<file path="config.mk">
export PLATFORM = sky130hd
export DESIGN_NAME = bpd_mac
export DESIGN_NICKNAME = d
export VERILOG_FILES = /design/src/rtl/bpd_pkg.sv /design/src/rtl/bpd_mac.sv
export SDC_FILE = /design/constraint.sdc
export NUM_CORES = 2
export LEC_CHECK = 0
export BUFFER_PORTS_ARGS = -buffer_cell sky130_fd_sc_hd__buf_2
export CORE_ASPECT_RATIO = 0.8
export CORE_MARGIN = 2
export CORE_UTILIZATION = 65
export DETAILED_ROUTE_END_ITERATION = 12
export GPL_TIMING_DRIVEN = 0
export PLACE_DENSITY = 0.95
export SKIP_CTS_REPAIR_TIMING = 1
export SYNTH_ARGS = -nofsm -noshare
export SYNTH_HDL_FRONTEND = slang
export SYNTH_SLANG_ARGS = --single-unit
</file>
<file path="constraint.sdc">
create_clock -name clock -period 14.1 [get_ports clock]
set_input_delay 0.705 -clock clock [delete_from_list [all_inputs] [get_ports clock]]
set_output_delay 0.705 -clock clock [all_outputs]
set_load 0.1 [all_outputs]
</file>
<file path="src/rtl/bpd_pkg.sv">
// shared widths, types and fixed-point helpers for the bezier patch derivative core
package bpd_pkg;

   localparam int COORD_WIDTH     = 32;
   localparam int PARAM_FRAC_BITS = 16;
   localparam int PARAM_WIDTH     = PARAM_FRAC_BITS + 1;
   localparam int DERIV_WIDTH     = COORD_WIDTH + 4;
   localparam int POINT_COUNT     = 16;
   localparam int INDEX_WIDTH     = $clog2(POINT_COUNT);
   localparam int POINT_BITS      = 3 * COORD_WIDTH;

   // request modes
   localparam logic [1:0] MODE_LOAD    = 2'd0;
   localparam logic [1:0] MODE_DERIV_U = 2'd1;
   localparam logic [1:0] MODE_DERIV_V = 2'd2;
   localparam logic [1:0] MODE_NONE    = 2'd3;

   // evaluated curve point, curve weight and derivative weight widths
   localparam int MID_WIDTH = COORD_WIDTH + 2;
   localparam int CWT_WIDTH = PARAM_FRAC_BITS + 2;
   localparam int DWT_WIDTH = PARAM_FRAC_BITS + 4;

   // shared multiply-accumulate datapath
   localparam int OPA_WIDTH   = (MID_WIDTH > PARAM_WIDTH + 1) ? MID_WIDTH : PARAM_WIDTH + 1;
   localparam int OPB_WIDTH   = DWT_WIDTH;
   localparam int PROD_WIDTH  = OPA_WIDTH + OPB_WIDTH;
   localparam int ACC_WIDTH   = PROD_WIDTH + 2;
   localparam int SUM_WIDTH   = ACC_WIDTH - PARAM_FRAC_BITS;
   localparam int WPROD_WIDTH = 2 * PARAM_FRAC_BITS + 1;

   localparam logic [PARAM_WIDTH-1:0] PARAM_ONE = {1'b1, {PARAM_FRAC_BITS{1'b0}}};
   localparam int HALF_VALUE = 1 << (PARAM_FRAC_BITS - 1);

   typedef struct packed {
      logic acc;
      logic first;
      logic last;
   } mac_ctl_type;

   typedef struct packed {
      logic                 done;
      logic [SUM_WIDTH-1:0] sum;
   } mac_res_type;

   // round a product of two parameters back to Q1.F
   function automatic logic [PARAM_WIDTH-1:0] rnd_param(input logic [WPROD_WIDTH-1:0] p);
      logic [WPROD_WIDTH:0] s;
      s = {1'b0, p} + (WPROD_WIDTH + 1)'(HALF_VALUE);
      return s[WPROD_WIDTH-1:PARAM_FRAC_BITS];
   endfunction

   function automatic logic [PARAM_WIDTH-1:0] clamp_param(input logic [PARAM_WIDTH-1:0] p);
      return (p > PARAM_ONE) ? PARAM_ONE : p;
   endfunction

   function automatic logic signed [DWT_WIDTH-1:0] triple(input logic [PARAM_WIDTH-1:0] x);
      logic [DWT_WIDTH-1:0] e;
      e = DWT_WIDTH'(x);
      return signed'(e + (e << 1));
   endfunction

endpackage

</file>
<file path="src/rtl/bpd_mac.sv">
// one coordinate lane of the shared multiply-accumulate unit with rounded sum
module bpd_mac (
   input  logic                                   clock,
   input  logic                                   reset,
   input  bpd_pkg::mac_ctl_type                   ctl,
   input  logic signed [bpd_pkg::OPA_WIDTH-1:0]   opa,
   input  logic signed [bpd_pkg::OPB_WIDTH-1:0]   opb,
   output logic signed [bpd_pkg::PROD_WIDTH-1:0]  prod,
   output bpd_pkg::mac_res_type                   res
);

   logic signed [bpd_pkg::PROD_WIDTH-1:0] prod_ff;
   logic signed [bpd_pkg::ACC_WIDTH-1:0]  acc_ff, acc_in;
   logic [bpd_pkg::ACC_WIDTH-1:0]         acc_rnd;
   bpd_pkg::mac_ctl_type                  ctl_ff;
   logic                                  done_ff, done_in;

   assign acc_in  = (ctl_ff.first ? '0 : acc_ff) + bpd_pkg::ACC_WIDTH'(prod_ff);
   assign done_in = ctl_ff.acc && ctl_ff.last;

   always_ff @(posedge clock) begin
      prod_ff <= opa * opb;
      if (ctl_ff.acc) begin
         acc_ff <= acc_in;
      end
      if (reset) begin
         ctl_ff  <= '0;
         done_ff <= 1'b0;
      end else begin
         ctl_ff  <= ctl;
         done_ff <= done_in;
      end
   end

   // round to nearest, ties upward, then drop the fraction
   assign acc_rnd = acc_ff + bpd_pkg::ACC_WIDTH'(bpd_pkg::HALF_VALUE);

   assign prod     = prod_ff;
   assign res.done = done_ff;
   assign res.sum  = acc_rnd[bpd_pkg::ACC_WIDTH-1:bpd_pkg::PARAM_FRAC_BITS];

endmodule

</file>
* After elaboration in Yosys (flattened, before gate mapping)
Cells that the tools add are included. W data, S select, Z words.
Cells by class: multiplexer cells 1, multiply operators 1, add/subtract/negate cells 2, reductions and logical operators 1
Operator list (count):
- $add A56 B17 Y56 const B | 1
- $add A56 B56 Y56 | 1
- $mux W56 | 1
- $mul A34 B20 Y54 | 1
- $logic_and A1 B1 Y1 | 1
Storage, ports and cells: flip-flop bits (word level) 114, logic and storage cells 11, input bits 59

* Depth between registers and ports, before layout
depth after elaboration 2, gate-level depth with buffers 27

* Least setup slack after synthesis
No wires, ideal clock.
path type input to register, from input opb[11] (netlist name), to register prod_ff (netlist bit prod[53]), path buffers 2, required time 14.028 ns, arrival 7.218 ns, cell stages on the path 26, slack 6.810 ns, cells stage by stage clkbuf_1 > clkbuf_1 > nand2_1 > fa_1 > inv_1 > fa_1 > inv_1 > fa_1 > inv_1 > fa_1 > fa_1 > fa_1 > inv_1 > fa_1 > inv_1 > ha_1 > a21oi_1 > o21ai_0 > a2111oi_2 > a21oi_1 > o211ai_2 > a21oi_1 > o31a_1 > a221o_1 > a31oi_1 > xnor2_1
On the way: word-level cells in the longest chain between the ends 1
RTL lines:
- start: declaration | RTL line bpd_mac.sv:7 | input logic signed [bpd_pkg::OPB_WIDTH-1:0] opb,
- $mul A34 B20 Y54 | RTL line bpd_mac.sv:22 | prod_ff <= opa * opb;
- end signal: assignment | RTL line bpd_mac.sv:22
- end: declaration | RTL line bpd_mac.sv:12 | logic signed [bpd_pkg::PROD_WIDTH-1:0] prod_ff;
Every way passes these cells. A chain may end at the register's enable or synchronous reset.

* Worst setup path after layout
from input opb[13] (netlist name), to register prod_ff (netlist bit prod[53])
The elaborated chain is that of the path after synthesis.

==> impl_metrics.yaml <==
min_path:
  hp-class: "reg -> reg"
synth:
  synth_edf_count: 56
  yosysUniqueCellTypes: 75
  synth-seq-area-share_pct: 9.21
  synth_nets: 4331
  syn_inst: 3408
  synth_area_per_cell_um2: 9.06
  synth_seq_cells: 114
  synth_warnings: 0
  synth-main-ff-cell: "dfxtp_1"
  ys_async_sr_fraction_pct: 0
  netlist_area_um2: 30900
cts:
  cts_inserted_buffers: 17
  cts_buffer_depth: 2
  root_buffer: "clkbuf_16"
  cts_tree: "built"
  clock_latency_ns: 0.42
  htreeDepth: 4
  clock_sinks: 114
  cts.clk_slew.worst_paths_ns: 0.05
cells_and_area:
  drive_gt1_share_pct: 4.89
  nets: 4467
  final_common_cell: "inv_1"
  final_cell_mix: "inv_1 (777), fa_1 (673), nand2_1 (372), and2_1 (352), ha_1 (191)"
  synthToLayoutAreaGrowth_pct: 6.30
worst_setup_path:
  startpoint_type: "primary input"
  cp.required_ns: 14.44
  cp_data_arrival_time_ns: 9.29
  crit_type: "in -> reg"
  crit_fanout: 10
  worst_setup_path_end_kind: "register"
detailed_routing:
  ant_nets: 0
  drt-initial-drc-count: 2843
  post_drt_via_cell_ratio: 6.07
  post_drt_wl_per_cell_um: 22.4
  vias: 25400
  routed_wl_um: 93800
  remaining_drc_errors: 0
  first_pass_iters: 9
placed_design:
  dp_hpwl_um: 75900
  gp_congestion: 1.05
  numPortBuffers: 116
grt:
  antenna_found_initial: 5
  grt-ovfl-total: 0
  grt_pass1_wl_um: 146000
  grtUsageTotal_pct: 39.6
  met3_usage_pct: 14.3
  grt_max_degree: 39
  grt-busiest-layer: "met2"
  met1_usage_pct: 48.9
  met2_usage_pct: 60.7
  grt_pass1_vias: 27200
timing:
  fin_skew_ns: 0.00755
  final-max-slew-violation-count: 0
  relSlewSlack_pct: 15.6
  rsz0062_at_grt: "false"
  post-route-period-util_pct: 63.5
  fmaxAchievable_ghz: 0.112
  hold_viol_final: 0
  finalSetupTns_ns: 0
  fin_crit_ns: 8.95
  worst_slew_pin_slew_ns: 1.27
  finalSetupViolCount: 0
floorplanning:
  ios: 154
  rows: 71
  chipHeight_um: 199
  core_area_um2: 46900
  initial_utilization_pct: 65.8
  dieArea_um2: 49300
  die_w_um: 248
job:
  drv_cap: 0
outcome:
  status: "finished, final reports clean"
[Yosys cell counts, types with 9 or more instances]
master      n  area, um2
and2_1    352       2200
edfxtp_1   56       1680
xor2_1     28        245
a21oi_1   110        551
ha_1      191       2390
nor2b_1    63        394
nand2_1   372       1400
o211ai_1   10       75.1
o21a_1      9       67.6
inv_1     777       2920
nand2b_1   19        119
nand4_1    28        175
fa_1      673      13500
dfxtp_1    58       1160
o21ai_0    52        260
and3_1     18        113
clkbuf_1  146        548
a21o_1     47        353
nor2_1     97        364
a211oi_1   12       90.1
nand3_1    39        195
nor3_1     23        115
xnor2_1   109        955
o21bai_1   15        113
[worst max-delay path, stage by stage]
cell and delay [ns]:
clkbuf_1 0.63, clkbuf_1 0.96, nand2_1 0.16, fa_1 0.55
inv_1 0.06, fa_1 0.49, inv_1 0.05, fa_1 0.52
inv_1 0.05, fa_1 0.51, fa_1 0.45, fa_1 0.51
inv_1 0.06, fa_1 0.48, inv_1 0.05, ha_1 0.35
a21oi_1 0.13, o21ai_0 0.20, a2111oi_2 0.45, a21oi_1 0.31
o211ai_2 0.34, a21oi_1 0.18, o31a_1 0.37, a221o_1 0.35
a31oi_1 0.22, xnor2_1 0.14
[cell type report]
class	instances	area [um2]
Multi-Input combinational cell	2360	24500
Fill cell	3221	14100
Inverter	777	2920
Sequential cell	114	2840
Tap cell	620	776
Buffer	157	629
Timing Repair Buffer	117	601
Clock buffer	20	437
Clock inverter	12	116
Antenna cell	5	12.5
[worst paths after layout]
path / startpoint / endpoint / slack, ns / cells after the start
max: opb[13] / prod[53]$_DFF_P_ / 5.15 / 26
min reg2reg: ctl_ff[0]$_SDFF_PP0_ / done_ff$_SDFF_PP0_ / 0.41 / 2
max reg2reg: ctl_ff[1]$_SDFF_PP0_ / acc_ff[55]$_DFFE_PP_ / 8.90 / 14
min: ctl_ff[0]$_SDFF_PP0_ / done_ff$_SDFF_PP0_ / 0.41 / 2
[flip-flops by register name (all words and copies together) (netlist names)]
name     cells
acc_ff      56
ctl_ff       3
done_ff      1
prod        54
[per-layer routing]
layer	routed length, um	vias up
li1	-	10500
met1	32100	12400
met2	40900	1944
met3	14100	538
met4	6680	2
met5	14	-
[stage by stage]
step / setup slack [ns] / instance area [um2] / util (%) / instances / hold slack [ns]
6_report: 5.15 / 32800 / 69.9 / 4182 / 0.410
3_5_place_dp: 5.06 / 32200 / 68.7 / 4145 / 0.407
3_3_place_gp: 5.33 / 32200 / 68.7 / 4144 / 0.398
4_1_cts: 5.48 / 32800 / 69.9 / 4177 / 0.414
2_1_floorplan: 6.81 / 30900 / - / 3408 / 0.395
5_1_grt: 5.00 / 32800 / 69.9 / 4179 / 0.433
[cells by family (layout without fill, tap and decap cells)]
logic type,Yosys count,after routing,synth area share (%)
AOI/OAI and AO/OA,319,319,6.83
xor gates and xnor gates,137,137,3.89
adders and majority gates,864,864,51.4
buffers and inverters,934,1083,11.5
DFF,114,114,9.21
muxes,2,2,0.0649
other,0,5,0
and+or+nand+nor,1038,1038,17.1
Power is left out: the tool's default activity adds up to more than one toggle a clock period on the data nets, which glitch-free logic cannot reach.
