--- src/rtl/bpd_ram.sv ---
// generic single-port-write, registered-read memory
module bpd_ram #(
   parameter int WIDTH = 8,
   parameter int DEPTH = 16
) (
   input  logic                     clock,
   input  logic                     wr_en,
   input  logic [$clog2(DEPTH)-1:0] wr_addr,
   input  logic [WIDTH-1:0]         wr_data,
   input  logic [$clog2(DEPTH)-1:0] rd_addr,
   output logic [WIDTH-1:0]         rd_data
);

   logic [WIDTH-1:0] mem_ff [DEPTH];
   logic [WIDTH-1:0] rd_data_ff;

   always_ff @(posedge clock) begin
      if (wr_en) begin
         mem_ff[wr_addr] <= wr_data;
      end
      rd_data_ff <= mem_ff[rd_addr];
   end

   assign rd_data = rd_data_ff;

endmodule

--- config.mk ---
export PLATFORM = sky130hd
export DESIGN_NAME = bpd_ram
export DESIGN_NICKNAME = d
export VERILOG_FILES = /design/src/rtl/bpd_ram.sv
export SDC_FILE = /design/constraint.sdc
export NUM_CORES = 1
export LEC_CHECK = 0
export BUFFER_PORTS_ARGS = -buffer_cell sky130_fd_sc_hd__buf_2
export CAP_MARGIN = 20
export CORE_MARGIN = 2
export CORE_UTILIZATION = 54
export CTS_CLUSTER_SIZE = 10
export DETAILED_ROUTE_END_ITERATION = 8
export PLACE_DENSITY = 0.74
export SLEW_MARGIN = 20
export SYNTH_ARGS = -nofsm -noshare
export SYNTH_HDL_FRONTEND = slang
export SYNTH_SLANG_ARGS = --single-unit
--- constraint.sdc ---
create_clock -name clock -period 1.8 [get_ports clock]
set_input_delay 0.27 -clock clock [delete_from_list [all_inputs] [get_ports clock]]
set_output_delay 0.27 -clock clock [all_outputs]
set_load 0.02 [all_outputs]
* After elaboration in Yosys (flattened, before gate mapping)
Memory sizes are Yosys's and may differ from the RTL's. A register that Yosys moved wholly into a read port is not among the register bits.
Index checks and enable logic that the tools add are counted.
** Cells by class
- Multiplexer cells :: 2
** Operator list (number)
- 2-to-1 mux 1 bit :: 2
** Word-level totals
- Input port bits :: 18
- Bits in registers :: 0
- Memory bits (writable) :: 128
- Word-level logic and storage cells :: 3
- Output and inout port bits :: 8
- Memories kept :: 1
** Memory list
- mem_ff :: words 16, width 8, read ports 1, clocked after memory_dff 1, write ports 1, RTL line 14 : logic [WIDTH-1:0] mem_ff [DEPTH];

* Logic depth before layout (Yosys ltp)
Gate-level depths: netlist (run 1).
- Depth after elaboration :: 2
- Depth in mapped cells :: 5
- Gate-level depth less buffers :: 3

* Worst setup path before layout (run 1)
No wires, ideal clock.
- Kind :: input -> register
- Start point :: input wr_addr[2]
- End point :: memory mem_ff[0][0] (enable)
- Setup time :: 383 ps
- Setup slack :: 37 ps
- Data required time :: 1417 ps
- Arrival :: 1380 ps
- Cell stages on the path :: 2
- Buffers on the path :: 0
- Cells stage by stage :: or3b_2 > nor3_1
** RTL lines
- from (decl) :: RTL line 8 : input logic [$clog2(DEPTH)-1:0] wr_addr,
- to (decl) :: RTL line 14
Straight into the memory's write port.

==> results.toml, run 1 <==
[run_status]
status = "complete, no violations"

[critical_path]
worstSetupEndpoint = "rd_data[4]$_DFF_P_"
rr_endpoint = "rd_data[4]$_DFF_P_"
crit_path_max_incr_delay_ns = 0.47
critPathLaunchType = "register"
crit_chain = "mux4_2 -> a22oi_1 -> nand2_1"
critPathArrivalTime_ns = 1.77
cp-startpoint = "mem_ff[3][4]$_DFFE_PP_"
crit_type = "register to register"
reg2reg_setup_slack_ns = 0.43
crit-reg2reg-launch = "mem_ff[3][4]$_DFFE_PP_"
rr_worst_depth = 3
slowest_stage = "mux4_2"
endpoint_kind = "register"
critPathMaxFanout = 1
required_ns = 2.20

[global_route]
antenna_found_initial = 0
overflow = 0
grt_usage = 0.213
grt_pass1_vias = 2439
grt_pass1_wl_um = 14900
grt_max_degree = 20

[clock_network]
cts_sinks = 136
hold_buffers = 0
cts_resized = 0
htree_levels = 4
clkTransAtPathRegs_ns = 0.06
cts_setup_buffers = 0
clock_latency_ns = 0.52
clockRootBuffer = "clkbuf_8"
cts_buffers = 17
clockBufferDepth = 2
tritoncts = "done"

[synthesis]
yosysSeqAreaShare = 0.778
synth_nets = 247
ys_types = 19
syn_inst = 229
ys.warnings.count = 0
avgSynthCellArea_um2 = 22.5
synth_area_mm2 = 0.00515
synth.ff_latch_count = 136

[sta]
setup_tns_ns = 0
slew_headroom = 0.732
drv_slew = 0
rsz0062_at_grt = "false"
fin_worst_skew_ns = 0.00805
period_share = 0.762
period_needed_ns = 1.37
hold_viol = 0
fmax_ghz = 0.730
setup_violations = 0
whs_ns = 0.135
worst_pin_slew_ns = 0.403

[power_and_ir_drop]
finalPower_mw = 7.45
max-vdd-ir-drop_v = 0.000742
p_switching_mw = 1.47
p_int_mw = 5.97
comb_power_share = 0.047
p_leak_nw = 2.12
pwr-share-seq = 0.479
swShare = 0.198
power.share.clock = 0.474
power_density_mw_per_mm2 = 1210

[cells_and_area]
n_antenna_cell = 0
drive_above_1_share = 0.326
fill_cells = 590
final_cells = 430
final_common_cell = "edfxtp_1"
layout_common_cells = "128 x edfxtp_1, 25 x buf_2, 23 x buf_4, 18 x mux4_2"
final_net_count = 306
final_util = 0.668
syn_to_final_growth_pct = 19.9

[floorplan]
rows = 35
die_h_um = 102
pin_count = 26
dieArea_mm2 = 0.0103
fp.dieW_um = 102
start_util = 0.557
core-area_mm2 = 0.00924

[place]
hpwl_um = 6040
io_buffers = 25
dpl.cell_count = 398
place.gp.congestion = 0.758

[job]
maxCapViolations = 0

[detailed_routing]
drtAntennaViolNets = 0
drt-initial-drc-count = 145
wirelength_um = 9920
num_vias = 2471
wl_per_cell_um = 23.1
vias_per_cell = 5.75
first_pass_iters = 6
drc = 0

[min_path]
min_path_type = "input pin to register"
## cell type report
type	count	area (um^2)	area share
clock buffers	20	435	0.0705
clock inverters	12	176	0.0286
multi-input cells	83	1060	0.171
flip-flops and latches	136	4000	0.649
well taps	129	161	0.0262
repair buffers	50	338	0.0547
## registers in the layout (all words and copies together), names as in the netlist
name / count
mem_ff: 128
rd_data: 8
## cells by family (layout without fill, tap and decap cells)
family                 Yosys count  after routing  share of synthesized area
multiplexers                    32             32                      0.150
buffers and inverters           10             82                     0.0168
flip-flops                     136            136                      0.778
AND/OR/NAND/NOR                 35             35                     0.0318
AO/OA/AOI/OAI                   16             16                     0.0233
## cells in the mapped netlist, drive strengths merged
master | count | share of area
and2b | 1 | 0.0015
or3b | 1 | 0.0017
clkdlybuf4s25 | 3 | 0.0058
nor2 | 13 | 0.0095
nand2b | 2 | 0.0024
buf | 7 | 0.011
nor2b | 1 | 0.0012
dfxtp | 8 | 0.031
nand2 | 9 | 0.0066
nand3 | 1 | 0.00097
mux4 | 32 | 0.15
a22oi | 16 | 0.023
nand3b | 2 | 0.0029
and2 | 1 | 0.0012
nor3 | 4 | 0.0039
edfxtp | 128 | 0.75
## metrics by stage
| stage | area, um^2 | setup WS [ns] |
|---|---|---|
| 2_1_floorplan | 5150 | 0.0371 |
| 3_3_place_gp | 5560 | 0.0967 |
| 3_5_place_dp | 5560 | 0.0605 |
| 4_1_cts | 6170 | 0.379 |
| 5_1_grt | 6170 | 0.386 |
| 6_report | 6170 | 0.429 |
## power by group through the flow
stage | combinational [mW] | sequential [mW] | clock [mW]
finish | 0.352 | 3.56 | 3.53
CTS | 0.360 | 3.57 | 3.56
global route | 0.386 | 3.57 | 3.70
global placement | 0.350 | 3.63 | 0
detailed placement | 0.357 | 3.63 | 0
floorplan | 0.180 | 3.65 | 0
## worst min path at each step
| stage | from | to | slack (ns) | depth (start not counted) |
|---|---|---|---|---|
| 2_1_floorplan | wr_data[0] | mem_ff[0][0]$_DFFE_PP_ | 0.37 | 0 |
| 3_3_place_gp | mem_ff[8][1]$_DFFE_PP_ | rd_data[1]$_DFF_P_ | 0.65 | 3 |
| 3_5_place_dp | mem_ff[15][5]$_DFFE_PP_ | rd_data[5]$_DFF_P_ | 0.66 | 3 |
| 4_1_cts | wr_data[6] | mem_ff[15][6]$_DFFE_PP_ | 0.12 | 1 |
| 5_1_grt | wr_data[5] | mem_ff[13][5]$_DFFE_PP_ | 0.13 | 1 |
| 6_report | wr_data[6] | mem_ff[2][6]$_DFFE_PP_ | 0.13 | 1 |
## worst max-delay path: cells and delay by family (launching register included)
| family | cells | cell delay, ns |
|---|---|---|
| AO/OA/AOI/OAI | 1 | 0.34 |
| multiplexers | 1 | 0.47 |
| flip-flops | 1 | 0.35 |
| AND/OR/NAND/NOR | 1 | 0.09 |
## layer usage
metal	vias to the layer above	share of wire	GRT usage
met2	105	0.52	0.337
met1	1268	0.40	0.294
met5	-	0	0
li1	1091	-	-
met4	0	0.0090	0.0748
met3	7	0.080	0.0545
No activity file was read; power rests on OpenSTA's default activity.
==> run 2, diff against run 1 <==
- CORE_UTILIZATION: 54 -> 60
- PLACE_DENSITY: 0.74 -> 0.78
- clock period: 1.8 -> 1.3 ns (I/O delays scaled with it)
==> run 2 against run 1 <==
Compared with the run above: first-iteration DRC count rose by 84%; routed wire length rose by 3.4%; worst setup slack got worse by 0.43 ns; largest power group unchanged.
==> results.toml, run 2 (synthesis gave the netlist of run 1 again) <==
[detailed_routing]
first_pass_iters = 5
drt-initial-drc-count = 267
wl_per_cell_um = 25.0
vias_per_cell = 6.18
wirelength_um = 10300
num_vias = 2539
drc = 0
drtAntennaViolNets = 0

[clock_network]
tritoncts = "done"
clockRootBuffer = "clkbuf_8"
cts_sinks = 136
cts_buffers = 17
cts_setup_buffers = 0
clkTransAtPathRegs_ns = 0.06
htree_levels = 4
clockBufferDepth = 2
clock_latency_ns = 0.52

[place]
dpl.cell_count = 379
io_buffers = 25
hpwl_um = 6460
dpl-instance-area_mm2 = 0.00564
place.gp.congestion = 0.744

[critical_path]
critPathArrivalTime_ns = 1.69
rr_worst_depth = 3
critPathLaunchType = "register"
crit_type = "register to register"
required_ns = 1.70
critPathMaxFanout = 1
endpoint_kind = "register"

[cells_and_area]
final_common_cell = "edfxtp_1"
n_antenna_cell = 0
final_cells = 411
largest_reg_flops = 128
syn_to_final_growth_pct = 21.1
regMostFlops = "mem_ff"
drive_above_1_share = 0.422
final_net_count = 311
design_area_mm2 = 0.00623
layout_common_cells = "128 x edfxtp_1, 26 x mux4_2, 26 x buf_4, 24 x buf_2, 16 x clkbuf_16"

[floorplan]
rows = 33
pin_count = 26
dieArea_mm2 = 0.00934
die_h_um = 96.6
start_util = 0.623
core-area_mm2 = 0.00826
fp.dieW_um = 96.6

[global_route]
grt_max_degree = 17
overflow = 0
grt_pass1_vias = 2639
antenna_found_initial = 0
grt_pass1_wl_um = 15900
grt_usage = 0.242

[power_and_ir_drop]
power_density_mw_per_mm2 = 1610
swShare = 0.206
pwr-share-seq = 0.492
p_int_mw = 7.96
p_switching_mw = 2.07
max-vdd-ir-drop_v = 0.00102
power.share.clock = 0.452
comb_power_share = 0.055
p_leak_nw = 2.13

[sta]
fmax_ghz = 0.771
worst_pin_slew_ns = 0.901
period_needed_ns = 1.30
slew_headroom = 0.397
rsz0062_at_grt = "true"
drv_slew = 0
hold_viol = 0
fin_worst_skew_ns = 0.00654
period_share = 0.998
setup_violations = 0

[min_path]
min_path_type = "input pin to register"
hold_depth = 1

[run_status]
status = "complete, no violations"

[job]
maxCapViolations = 0
run 2: cell count changes in the layout (fill, tap and decap cells not counted), sizes merged:
cell,previous run,this run
buf,50,55
clkinv,3,7
clkinvlp,4,2
bufinv,4,2
run 2: worst paths after layout:
path | start | to | slack (ns)
setup / recovery | mem_ff[6][7]$_DFFE_PP_ | rd_data[7]$_DFF_P_ | 0.003
hold / removal | wr_data[1] | mem_ff[7][1]$_DFFE_PP_ | 0.05
setup reg to reg | mem_ff[6][7]$_DFFE_PP_ | rd_data[7]$_DFF_P_ | 0.003
hold reg to reg | mem_ff[15][4]$_DFFE_PP_ | rd_data[4]$_DFF_P_ | 0.67
run 2: layout make-up:
type                       count  area (um^2)
sequential                   136         4000
fill                         457         2020
multi-input combinational     83         1110
clock buffer                  20          445
timing repair buffer          55          415
tap                          105          131
clock inverter                12          125
run 2: worst max-delay path, stage by stage (launching register included):
cell      delay, ns
edfxtp_1       0.42
mux4_2         0.51
a22oi_1        0.16
nand2_1        0.08
run 2: per-stage QoR:
step / setup slack [ns] / power, mW / hold WS, ns / utilization / setup TNS (ns)
finish: 0.00301 / 10.0 / 0.0513 / 0.755 / 0
global route: -0.0221 / 10.4 / 0.0346 / 0.755 / -0.0648
detailed placement: -0.333 / 5.55 / 0.586 / 0.683 / -5.93
CTS: 0.00528 / 10.1 / 0.0351 / 0.756 / 0
global placement: -0.319 / 5.53 / 0.573 / 0.683 / -4.39
floorplan: -0.0315 / 5.31 / 0.294 / - / -0.213
run 2: what timing repair did:
action,4_1_cts,5_1_grt
gates resized for setup,8,11
pin swaps,3,7
hold buffers,0,0
setup endpoints to repair,6,8
gates cloned,0,0
run 2: layer usage:
metal  global-route usage  vias to the layer above  routed length, um
met5                    0                        -                  0
li1                     -                     1096                  -
met1                0.337                     1300               4210
met4               0.0737                        0                 65
met2                0.370                      135               5110
met3               0.0816                        8                865
run 2: power by group through the flow:
stage,Sequential [mW],Clock (mW),Combinational [mW]
floorplan,5.05,0,0.257
global placement,5.02,0,0.505
detailed placement,5.03,0,0.521
CTS,4.94,4.59,0.544
global route,4.95,4.83,0.595
finish,4.94,4.54,0.555
==> run 3, diff against run 2 <==
- clock period: 1.3 -> 1.4 ns (I/O delays scaled with it)
==> run 3 against run 2 <==
Compared with the run above: sequential power down 7.3%; hold slack better by 0.030 ns; combinational power down 15%; largest power group unchanged; utilization down 0.68 points; clock power down 4%; clock skew about the same; register-to-register slack better by 0.07 ns; worst setup slack better by 0.068 ns; via count down 1.3%; critical path depth unchanged.
==> results.toml, run 3 (synthesis gave the netlist of run 1 again) <==
[critical_path]
critPathLaunchType = "register"
critPathMaxFanout = 1
required_ns = 1.80
crit_type = "register to register"
slowest_stage = "mux4_1"
crit_buf_inv = 0
critPathTopFamily = "multiplexers"
crit_chain = "mux4_1 -> a22oi_2 -> nand2_1"
crit-reg2reg-launch = "mem_ff[1][2]$_DFFE_PP_"
rr_worst_depth = 3
rr_endpoint = "rd_data[2]$_DFF_P_"
critPathArrivalTime_ns = 1.73
endpoint_kind = "register"
cp-startpoint = "mem_ff[1][2]$_DFFE_PP_"
worstSetupEndpoint = "rd_data[2]$_DFF_P_"
crit_path_max_incr_delay_ns = 0.53
worst-path-stages = 3
reg2reg_setup_slack_ns = 0.07

[clock_network]
clockBufferDepth = 2
clkTransAtPathRegs_ns = 0.06
htree_levels = 4
hold_buffers = 0
cts_sinks = 136
cts_buffers = 17
clockRootBuffer = "clkbuf_8"
tritoncts = "done"
clock_latency_ns = 0.51

[sta]
worst_pin_slew_ns = 0.834
fmax_ghz = 0.753
drv_slew = 0
hold_viol = 0
slew_headroom = 0.443
setup_violations = 0
fin_worst_skew_ns = 0.00626
period_share = 0.949
period_needed_ns = 1.33
setup_tns_ns = 0
whs_ns = 0.0814
worst_slack_ns = 0.0713
rsz0062_at_grt = "false"

[place]
place.gp.congestion = 0.848
dp_slack_ns = -0.212
io_buffers = 25
dpl.cell_count = 378
dpl-instance-area_mm2 = 0.00558
hpwl_um = 6190

[cells_and_area]
n_antenna_cell = 0
final_net_count = 310
final_cells = 410
drive_above_1_share = 0.354
layout_common_cells = "128 x edfxtp_1, 27 x buf_4, 25 x buf_2, 19 x mux4_2, 16 x clkbuf_16"
fill_cells = 476
regMostFlops = "mem_ff"
final_common_cell = "edfxtp_1"
design_area_mm2 = 0.00618
syn_to_final_growth_pct = 20.0
largest_reg_flops = 128

[detailed_routing]
num_vias = 2505
wirelength_um = 9760
vias_per_cell = 6.11
wl_per_cell_um = 23.8
drc = 0
drt-initial-drc-count = 207
first_pass_iters = 4
drtAntennaViolNets = 0

[job]
maxCapViolations = 0

[power_and_ir_drop]
pwr-share-seq = 0.486
power.share.clock = 0.464
p_int_mw = 7.56
swShare = 0.198
p_switching_mw = 1.87
power_density_mw_per_mm2 = 1530
max-vdd-ir-drop_v = 0.00110
comb_power_share = 0.050
p_leak_nw = 2.14

[run_status]
status = "complete, no violations"

[global_route]
grt_max_degree = 24
overflow = 0
grt_pass1_vias = 2647
grt_usage = 0.228
antenna_found_initial = 0
grt_pass1_wl_um = 15200

[floorplan]
start_util = 0.623
fp.dieW_um = 96.6
pin_count = 26
core-area_mm2 = 0.00826
dieArea_mm2 = 0.00934
rows = 33
die_h_um = 96.6

[min_path]
min_path_type = "input pin to register"
## run 3: cell types whose count changed in the layout (fill, tap and decap cells not counted), sizes merged
cell,before,now
clkinv,7,4
clkbuf,20,21
bufinv,2,3
buf,55,54
clkinvlp,2,3
## run 3: worst min-delay path by stage
stage,to,slack (ns),from,cells past startpoint
2_1_floorplan,mem_ff[0][0]$_DFFE_PP_,0.31,wr_data[0],0
3_3_place_gp,mem_ff[6][1]$_DFFE_PP_,0.60,wr_data[1],1
3_5_place_dp,mem_ff[1][1]$_DFFE_PP_,0.60,wr_data[1],1
4_1_cts,mem_ff[4][1]$_DFFE_PP_,0.05,wr_data[1],1
5_1_grt,mem_ff[5][0]$_DFFE_PP_,0.07,wr_data[0],1
6_report,mem_ff[6][4]$_DFFE_PP_,0.08,wr_data[4],1
## run 3: area by class of cell
class	count	area, um^2	area share
clock buffer	21	449	0.0727
timing repair buffer	54	368	0.0595
multi-input combinational	83	1080	0.175
clock inverter	11	148	0.0239
sequential	136	4000	0.648
tap	105	131	0.0213
## run 3: timing repair
action	in CTS	in global routing
setup endpoints to repair	0	2
resized for setup	0	3
buffers inserted	0	0
## run 3: power groups by stage
stage | clock network [mW] | registers [mW] | logic [mW]
2_1_floorplan | 0 | 4.69 | 0.232
3_3_place_gp | 0 | 4.66 | 0.452
3_5_place_dp | 0 | 4.66 | 0.465
5_1_grt | 4.61 | 4.59 | 0.510
4_1_cts | 4.43 | 4.58 | 0.469
6_report | 4.38 | 4.58 | 0.470
## run 3: worst register-to-register path, cell delays in order, from the launching register on
cell	delay, ns
edfxtp_1	0.36
mux4_1	0.53
a22oi_2	0.25
nand2_1	0.07
## run 3: through the flow
stage | power, mW | utilization
5_1_grt | 9.70 | 0.748
3_3_place_gp | 5.11 | 0.675
3_5_place_dp | 5.13 | 0.675
2_1_floorplan | 4.92 | -
4_1_cts | 9.48 | 0.747
6_report | 9.43 | 0.748
## run 3: layer usage
metal	track usage	up-vias	wire length (um)
met5	0	-	0
met3	0.0658	15	717
li1	-	1102	-
met2	0.366	99	5050
met4	0.0888	0	111
met1	0.301	1289	3890
